## config.mk

```make
export PLATFORM = sky130hd
export DESIGN_NAME = bc1_bc2_bc3_block_decoder_flat
export DESIGN_NICKNAME = d
export VERILOG_FILES = /design/src/rtl/bcdec_pkg.sv /design/src/rtl/bcdec_if.sv /design/src/rtl/bcdec_palette.sv /design/src/rtl/bc1_bc2_bc3_block_decoder.sv /design/src/flat_wrapper.sv
export SDC_FILE = /design/constraint.sdc
export NUM_CORES = 2
export LEC_CHECK = 0
export ABC_CLOCK_PERIOD_IN_PS = 12200
export BUFFER_PORTS_ARGS = -buffer_cell sky130_fd_sc_hd__buf_2
export CAP_MARGIN = 20
export CORE_MARGIN = 1
export CORE_UTILIZATION = 40
export DETAILED_ROUTE_END_ITERATION = 7
export HOLD_SLACK_MARGIN = 0.12
export SYNTH_ARGS = -nofsm -noshare
export SYNTH_HDL_FRONTEND = slang
export SYNTH_SLANG_ARGS = --single-unit
```

## constraint.sdc

```tcl
create_clock -name clock -period 12.2 [get_ports clock]
set_clock_uncertainty 0.2 [all_clocks]
set_input_delay 2.44 -clock clock [delete_from_list [all_inputs] [get_ports clock]]
set_output_delay 2.44 -clock clock [all_outputs]
set_load 0.01 [all_outputs]
```

## src/rtl/bcdec_pkg.sv

```systemverilog
// ----------------------------------------------------------------------------
// bcdec_pkg
// Shared types, register codes and small arithmetic helpers for the BC1/BC2/BC3
// block decoder.
// ----------------------------------------------------------------------------
package bcdec_pkg;

   localparam int unsigned CsrIndexWidth = 2;
   localparam int unsigned CsrDataWidth  = 15;

   // Configuration register indexes.
   typedef enum logic [CsrIndexWidth-1:0] {
      CSR_FORMAT_MODE  = 2'd0,
      CSR_IMAGE_WIDTH  = 2'd1,
      CSR_IMAGE_HEIGHT = 2'd2
   } csr_index_type;

   // Format codes. Code three decodes as BC3.
   typedef enum logic [1:0] {
      FMT_BC1      = 2'd0,
      FMT_BC2      = 2'd1,
      FMT_BC3      = 2'd2,
      FMT_BC3_ALT  = 2'd3
   } format_type;

   localparam logic [14:0] ImageSizeReset = 15'd4096;

   // Reciprocals for exact truncating division over the value ranges used here.
   localparam logic [10:0] Recip3  = 11'd1366;   // shift 12, exact below 2048
   localparam logic [11:0] Recip5  = 12'd3277;   // shift 14, exact below 16384
   localparam logic [11:0] Recip7  = 12'd2341;   // shift 14, exact below 5461
   localparam logic [13:0] Recip31 = 14'd8457;   // shift 18, exact below 11397
   localparam logic [14:0] Recip63 = 15'd16645;  // shift 20, exact below 17772

   typedef struct packed {
      logic [11:0] block_col;
      logic [11:0] block_row;
      logic [63:0] alpha_word;
      logic [63:0] colour_word;
   } req_type;

   typedef struct packed {
      logic [13:0] texel_x;
      logic [13:0] texel_y;
      logic [7:0]  red;
      logic [7:0]  green;
      logic [7:0]  blue;
      logic [7:0]  alpha;
      logic        inside_image;
      logic        last_texel;
   } rsp_type;

   typedef struct packed {
      logic [CsrIndexWidth-1:0] index;
      logic [CsrDataWidth-1:0]  data;
   } csr_type;

   // Per-block decode data held while the sixteen texels are emitted.
   typedef struct packed {
      logic [2:0][7:0]  ep0;        // widened endpoint 0, red/green/blue
      logic [2:0][7:0]  ep1;        // widened endpoint 1
      logic             three_col;  // BC1 three-colour mode
      logic [7:0][7:0]  apal;       // BC3 alpha palette
   } pal_type;

   // (v*255+15)/31
   function automatic logic [7:0] widen5(input logic [4:0] v);
      logic [12:0] x;
      logic [26:0] p;
      x = 13'(v) * 13'd255 + 13'd15;
      p = 27'(x) * 27'(Recip31);
      return p[25:18];
   endfunction

   // (v*255+31)/63
   function automatic logic [7:0] widen6(input logic [5:0] v);
      logic [13:0] x;
      logic [28:0] p;
      x = 14'(v) * 14'd255 + 14'd31;
      p = 29'(x) * 29'(Recip63);
      return p[27:20];
   endfunction

   function automatic logic [7:0] div3(input logic [9:0] x);
      logic [20:0] p;
      p = 21'(x) * 21'(Recip3);
      return p[19:12];
   endfunction

   function automatic logic [7:0] div5(input logic [10:0] x);
      logic [22:0] p;
      p = 23'(x) * 23'(Recip5);
      return p[21:14];
   endfunction

   function automatic logic [7:0] div7(input logic [10:0] x);
      logic [22:0] p;
      p = 23'(x) * 23'(Recip7);
      return p[21:14];
   endfunction

endpackage

```

## src/rtl/bcdec_if.sv

```systemverilog
// ----------------------------------------------------------------------------
// bcdec interfaces
// Valid/ready channels for block requests, texel responses and register writes.
// ----------------------------------------------------------------------------
interface bcdec_req_if;
   logic               valid;
   logic               ready;
   bcdec_pkg::req_type data;
   modport source (output valid, output data, input ready);
   modport sink   (input valid, input data, output ready);
endinterface

interface bcdec_rsp_if;
   logic               valid;
   logic               ready;
   bcdec_pkg::rsp_type data;
   modport source (output valid, output data, input ready);
   modport sink   (input valid, input data, output ready);
endinterface

interface bcdec_csr_if;
   logic               valid;
   logic               ready;
   bcdec_pkg::csr_type data;
   modport source (output valid, output data, input ready);
   modport sink   (input valid, input data, output ready);
endinterface

```

## src/rtl/bcdec_palette.sv

```systemverilog
// ----------------------------------------------------------------------------
// bcdec_palette
// Widens the colour endpoints and builds the BC3 alpha palette for one block.
// ----------------------------------------------------------------------------
module bcdec_palette (
   input  logic [63:0]        alpha_word,
   input  logic [31:0]        endpoints,
   input  logic               punch,
   output bcdec_pkg::pal_type pal
);

   logic [15:0] e0;
   logic [15:0] e1;
   logic [7:0]  a0;
   logic [7:0]  a1;

   assign e0 = endpoints[15:0];
   assign e1 = endpoints[31:16];
   assign a0 = alpha_word[7:0];
   assign a1 = alpha_word[15:8];

   always_comb begin
      pal.ep0[0] = bcdec_pkg::widen5(e0[15:11]);
      pal.ep0[1] = bcdec_pkg::widen6(e0[10:5]);
      pal.ep0[2] = bcdec_pkg::widen5(e0[4:0]);
      pal.ep1[0] = bcdec_pkg::widen5(e1[15:11]);
      pal.ep1[1] = bcdec_pkg::widen6(e1[10:5]);
      pal.ep1[2] = bcdec_pkg::widen5(e1[4:0]);
      pal.three_col = punch && (e0 <= e1);

      pal.apal[0] = a0;
      pal.apal[1] = a1;
      if (a0 > a1) begin
         for (int k = 1; k <= 6; k++) begin
            pal.apal[k+1] = bcdec_pkg::div7(11'(7 - k) * 11'(a0) + 11'(k) * 11'(a1));
         end
      end else begin
         for (int k = 1; k <= 4; k++) begin
            pal.apal[k+1] = bcdec_pkg::div5(11'(5 - k) * 11'(a0) + 11'(k) * 11'(a1));
         end
         pal.apal[6] = 8'd0;
         pal.apal[7] = 8'd255;
      end
   end

endmodule

```

## src/rtl/bc1_bc2_bc3_block_decoder.sv

```systemverilog
// ----------------------------------------------------------------------------
// bc1_bc2_bc3_block_decoder
// Decodes one compressed 4x4 BC1, BC2 or BC3 block into sixteen RGBA texels.
// ----------------------------------------------------------------------------
//
//  Channel  Direction  Transaction
//  req_if   in         one compressed block with its block coordinates
//  rsp_if   out        one decoded texel, raster order, last one flagged
//  csr_if   in         one register write (format, image width, height)
//
// Each block produces sixteen texel transactions, one per cycle unless the
// response stalls; the texel counter over the held block sets this rate.
// The next block is accepted in the cycle that its predecessor's last texel
// moves into the output register, so blocks stream without a gap.
// A stalled response holds the output register and the texel counter in place.
// Reset (synchronous, active high) empties both stages and restores the
// registers to BC1 and a 4096 by 4096 image.
//
module bc1_bc2_bc3_block_decoder (
   input  logic        clock,
   input  logic        reset,
   bcdec_req_if.sink   req_if,
   bcdec_rsp_if.source rsp_if,
   bcdec_csr_if.sink   csr_if
);

   // Config regs. Writes must arrive only while the block is idle; unchecked.
   logic [1:0]  format_ff;
   logic [14:0] width_ff;
   logic [14:0] height_ff;

   assign csr_if.ready = 1'b1;

   always_ff @(posedge clock) begin
      if (reset) begin
         format_ff <= bcdec_pkg::FMT_BC1;
         width_ff  <= bcdec_pkg::ImageSizeReset;
         height_ff <= bcdec_pkg::ImageSizeReset;
      end else if (csr_if.valid) begin
         unique case (csr_if.data.index)
            bcdec_pkg::CSR_FORMAT_MODE:  format_ff <= csr_if.data.data[1:0];
            bcdec_pkg::CSR_IMAGE_WIDTH:  width_ff  <= csr_if.data.data;
            bcdec_pkg::CSR_IMAGE_HEIGHT: height_ff <= csr_if.data.data;
            default: ;
         endcase
      end
   end

   // Block stage: palette data is worked out while the block is captured.
   bcdec_pkg::pal_type pal_in;
   bcdec_pkg::pal_type pal_ff;
   logic [11:0]        col_ff;
   logic [11:0]        row_ff;
   logic [15:0][1:0]   cidx_ff;   // 2-bit colour index per texel
   logic [15:0][3:0]   xalpha_ff; // BC2 explicit alpha per texel
   logic [15:0][2:0]   aidx_ff;   // BC3 alpha index per texel
   logic               blk_vld_ff;
   logic [3:0]         cnt_ff;

   bcdec_palette u_palette (
      .alpha_word (req_if.data.alpha_word),
      .endpoints  (req_if.data.colour_word[31:0]),
      .punch      (format_ff == bcdec_pkg::FMT_BC1),
      .pal        (pal_in)
   );

   logic rsp_vld_ff;
   logic advance;
   logic last_adv;
   logic req_acc;

   // A texel moves forward when the output register is free or being taken.
   assign advance  = blk_vld_ff && (!rsp_vld_ff || rsp_if.ready);
   assign last_adv = advance && (cnt_ff == 4'd15);
   assign req_if.ready = !blk_vld_ff || last_adv;
   assign req_acc  = req_if.valid && req_if.ready;

   always_ff @(posedge clock) begin
      if (reset) begin
         blk_vld_ff <= 1'b0;
         cnt_ff     <= 4'd0;
      end else begin
         if (req_acc) begin
            blk_vld_ff <= 1'b1;
         end else if (last_adv) begin
            blk_vld_ff <= 1'b0;
         end
         if (advance) begin
            cnt_ff <= cnt_ff + 4'd1;
         end
      end
   end

   always_ff @(posedge clock) begin
      if (req_acc) begin
         pal_ff    <= pal_in;
         col_ff    <= req_if.data.block_col;
         row_ff    <= req_if.data.block_row;
         cidx_ff   <= req_if.data.colour_word[63:32];
         xalpha_ff <= req_if.data.alpha_word;
         aidx_ff   <= req_if.data.alpha_word[63:16];
      end
   end

   // Texel stage: pick the palette entry for the texel under the counter.
   bcdec_pkg::rsp_type rsp_in;
   bcdec_pkg::rsp_type rsp_ff;
   logic [1:0]         ci;
   logic [2:0][7:0]    rgb;

   assign ci = cidx_ff[cnt_ff];

   always_comb begin
      for (int c = 0; c < 3; c++) begin
         case (ci)
            2'd0: rgb[c] = pal_ff.ep0[c];
            2'd1: rgb[c] = pal_ff.ep1[c];
            2'd2: begin
               if (pal_ff.three_col) begin
                  rgb[c] = 8'((9'(pal_ff.ep0[c]) + 9'(pal_ff.ep1[c])) >> 1);
               end else begin
                  rgb[c] = bcdec_pkg::div3({pal_ff.ep0[c], 1'b0} + 10'(pal_ff.ep1[c]));
               end
            end
            default: begin
               if (pal_ff.three_col) begin
                  rgb[c] = 8'd0;
               end else begin
                  rgb[c] = bcdec_pkg::div3(10'(pal_ff.ep0[c]) + {pal_ff.ep1[c], 1'b0});
               end
            end
         endcase
      end

      rsp_in.texel_x = {col_ff, cnt_ff[1:0]};
      rsp_in.texel_y = {row_ff, cnt_ff[3:2]};
      rsp_in.red     = rgb[0];
      rsp_in.green   = rgb[1];
      rsp_in.blue    = rgb[2];

      // In BC1 only the transparent entry of three-colour mode is not opaque.
      case (format_ff)
         bcdec_pkg::FMT_BC1: begin
            rsp_in.alpha = (pal_ff.three_col && (ci == 2'd3)) ? 8'd0 : 8'd255;
         end
         bcdec_pkg::FMT_BC2: rsp_in.alpha = {xalpha_ff[cnt_ff], xalpha_ff[cnt_ff]};
         default:            rsp_in.alpha = pal_ff.apal[aidx_ff[cnt_ff]];
      endcase

      rsp_in.inside_image = (15'(rsp_in.texel_x) < width_ff) &&
                            (15'(rsp_in.texel_y) < height_ff);
      rsp_in.last_texel   = (cnt_ff == 4'd15);
   end

   always_ff @(posedge clock) begin
      if (reset) begin
         rsp_vld_ff <= 1'b0;
      end else if (advance) begin
         rsp_vld_ff <= 1'b1;
      end else if (rsp_if.ready) begin
         rsp_vld_ff <= 1'b0;
      end
   end

   always_ff @(posedge clock) begin
      if (advance) begin
         rsp_ff <= rsp_in;
      end
   end

   assign rsp_if.valid = rsp_vld_ff;
   assign rsp_if.data  = rsp_ff;

endmodule
```

## src/flat_wrapper.sv

```systemverilog
// flat-port wrapper written by rule: the top's interface ports become plain ports
module bc1_bc2_bc3_block_decoder_flat 
  (clock, reset, req_if_valid, req_if_data, req_if_ready, rsp_if_valid, rsp_if_data, rsp_if_ready, csr_if_valid, csr_if_data, csr_if_ready);
  bcdec_req_if req_if_i ();
  bcdec_rsp_if rsp_if_i ();
  bcdec_csr_if csr_if_i ();
  input  logic clock;
  input  logic reset;
  input wire logic [$bits(req_if_i.valid)-1:0] req_if_valid;
  input wire logic [$bits(req_if_i.data)-1:0] req_if_data;
  output wire logic [$bits(req_if_i.ready)-1:0] req_if_ready;
  output wire logic [$bits(rsp_if_i.valid)-1:0] rsp_if_valid;
  output wire logic [$bits(rsp_if_i.data)-1:0] rsp_if_data;
  input wire logic [$bits(rsp_if_i.ready)-1:0] rsp_if_ready;
  input wire logic [$bits(csr_if_i.valid)-1:0] csr_if_valid;
  input wire logic [$bits(csr_if_i.data)-1:0] csr_if_data;
  output wire logic [$bits(csr_if_i.ready)-1:0] csr_if_ready;
  assign req_if_i.valid = req_if_valid;
  assign req_if_i.data = req_if_data;
  assign req_if_ready = req_if_i.ready;
  assign rsp_if_valid = rsp_if_i.valid;
  assign rsp_if_data = rsp_if_i.data;
  assign rsp_if_i.ready = rsp_if_ready;
  assign csr_if_i.valid = csr_if_valid;
  assign csr_if_i.data = csr_if_data;
  assign csr_if_ready = csr_if_i.ready;
  bc1_bc2_bc3_block_decoder u_core (.clock(clock), .reset(reset), .req_if(req_if_i), .rsp_if(rsp_if_i), .csr_if(csr_if_i));
endmodule
```

==> results.yml <==
run_status:
  status: "finished clean"
sta:
  finalCritPeriodShare_pct: 85.2
  rsz0062_at_grt: "false"
  clock.fmax_mhz: 96.2
  finalSetupViolCount: 0
  layout_min_cycle_time_ns: 10.40
  tns_ns: 0
  slew_headroom_pct: 26.6
  worst_slew_pin_slew_ns: 1.10
  hold_viol_final: 0
  finalMaxSlewViolations: 0
worst_setup_path:
  worst_setup_path_end_kind: "register"
  crit_buf_inv: 6
  worst-path-stages: 31
  cp_max_fo: 15
  critPathKind: "in -> reg"
  worst_r2r_path_depth: 24
  rr_startpoint: "u_core.pal_ff[106]"
  max_stage_delay_ns: 0.54
  worstSetupStartpoint: "req_if_data[73]"
  cp.arrival_ns: 10.51
  cp.required_ns: 12.31
  cp_top_family: "adder cells"
  critPathLaunchType: "input pin"
  crit_path_top_delay_cell: "a2111oi_0"
clock_tree:
  clkTransAtPathRegs_ns: 0.06
  post_cts_buffers: 0
  clk_path_buf_depth: 3
  cts-root-buf: "clkbuf_16"
  clk_latency_ns: 0.63
  htree_levels: 2
  numCtsBuffers: 41
  clock-sinks: 317
  ctsHoldBuffers: 0
  cts_tree: "done"
  ctsResizeCount: 0
logic_synthesis:
  ys_seq_area_share_pct: 15.3
  synth_ff_type: "edfxtp_1"
  synth_common_cells: "ha_1 (1711), inv_1 (1077), fa_1 (509)"
  synth_most_common_cell: "ha_1"
  synthCells: 5819
  yosysTopAreaCell: "ha_1"
  syn_area_per_cell_um2: 10.3
  yosysUniqueCellTypes: 90
  syn_nets: 8213
  synth_area_leaders: "ha_1 (36%), fa_1 (17%), edfxtp_1 (14%)"
  async_reset_ff_share_pct: 0
  synth-edff-count: 279
  syn_area_um2: 59800
  ys_warn_count: 0
  synth_top_cell_area_share_pct: 35.8
  synth-seq-cells: 317
final_layout:
  num-nets-final: 8461
  syn2layout_area_growth_pct: 8.56
  final_area_um2: 64900
  drive_gt1_share_pct: 7.07
global_routing:
  grt_pass1_vias: 43069
  grt_pass1_wl_um: 226000
  grt.overflow.total: 0
  grtUsageTotal_pct: 18.8
  grt_max_degree: 73
  antenna_found_initial: 26
route:
  routedWlPerCell_um: 17.4
  drtIter0Drc: 1761
  vias: 41451
  viasPerCell: 5.16
  remaining_drc_errors: 0
  drt_first_pass_iters: 5
  wl_um: 140000
  ant_nets: 0
placement:
  placed_cell_area_um2: 63300
  portBuffers: 237
  detailedPlacementHpwl_um: 120000
  gp_congestion: 0.860
job:
  drv_cap: 0
floorplanning:
  io-pin-count: 239
  row_count: 141
  design.die.area_um2: 151000
  die_w_um: 389
  core-area_um2: 148000
  initial_utilization_pct: 40.4
  fp.dieH_um: 389
hold_path:
  hold_start: "u_core.width_ff[8]"
  hold_path.class: "reg -> reg"
  hold_depth: 2
final timing paths:
path,endpoint,slack [ns]
setup / recovery,u_core.pal_ff[39],1.80
hold / removal,u_core.width_ff[8],0.25
setup reg to reg,u_core.rsp_if.data[17],4.32
hold reg to reg,u_core.width_ff[8],0.25
layer usage:
layer  GRT usage (%)  part of all wire [%]
met5               0                 0.087
met4            4.16                   2.1
met3            2.49                   4.6
met2            32.0                    47
met1            25.2                    46
sequential cells by signal, indices dropped and copies added, names as in the netlist:
register	flops
u_core.cidx_ff	32
u_core.col_ff	12
u_core.blk_vld_ff	1
u_core.row_ff	12
u_core.rsp_if.data	62
u_core.xalpha_ff	44
u_core.pal_ff	99
u_core.width_ff	15
u_core.height_ff	15
u_core.cnt_ff	4
u_core.rsp_if.valid	1
u_core.aidx_ff	18
u_core.format_ff	2
cells in the final DEF, fill, tap and decap left out, drive strengths merged, types with 63 or more instances in the layout:
cell type and n:
buf 256, a21oi 310, nor3 69, mux2i 63, o21ai 144, o21bai 89, fa 509, ha 1711
nor2 165, edfxtp 279, xor2 123, inv 1077, xnor2 283, a21o 134, nand2 209
cell type report:
| class | count | area, µm² |
|---|---|---|
| clock inverters | 29 | 492 |
| diodes | 9 | 22.5 |
| repair buffers | 257 | 1340 |
| well taps | 1930 | 2410 |
| clock buffers | 46 | 1060 |
| inverters | 1077 | 4040 |
| flip-flops and latches | 317 | 9140 |
| multi-input cells | 4373 | 46400 |
| fillers | 14138 | 83100 |
worst register-to-register path: stages (launching register included):
cell and delay [ns]:
edfxtp_1 0.52, ha_1 0.28, fa_1 0.40, a21o_1 0.18
a21oi_1 0.22, o21bai_1 0.09, a21oi_1 0.24, nor2b_1 0.08
o21ai_0 0.80, inv_1 0.19, ha_1 0.33, ha_1 0.34
fa_1 0.52, fa_1 0.43, ha_1 0.29, ha_1 0.32
nand2_1 0.05, o21ai_0 0.40, nor3b_1 0.09, nor3_1 0.50
a41o_1 0.35, o41a_1 0.21, a21oi_2 0.08, xnor2_1 0.12
a221o_1 0.37
metrics by stage:
stage	hold slack [ns]	worst slack, ns	utilization [%]	instances
finish	0.253	1.80	43.8	8038
global route	0.270	1.26	43.8	8033
CTS	0.256	1.82	43.8	8028
detailed placement	0.248	1.19	42.8	7953
global placement	0.243	1.29	42.8	7953
floorplan	0.203	2.12	-	5819
kinds of logic (layout without fill, tap and decap cells):
logic type	count (synthesis)	after routing	share of synthesized area, %
adder cells (fa/ha/maj)	2221	2221	52.9
buffers and inverters	1129	1409	7.20
AO/OA/AOI/OAI	919	919	9.94
AND/OR/NAND/NOR	702	702	5.66
XOR/XNOR	407	407	6.00
flip-flops	317	317	15.3
multiplexers	123	123	3.04
other	1	10	0.00627
Power is left out: the tool's default activity adds up to more than one toggle a clock period on the data nets, which glitch-free logic cannot reach.
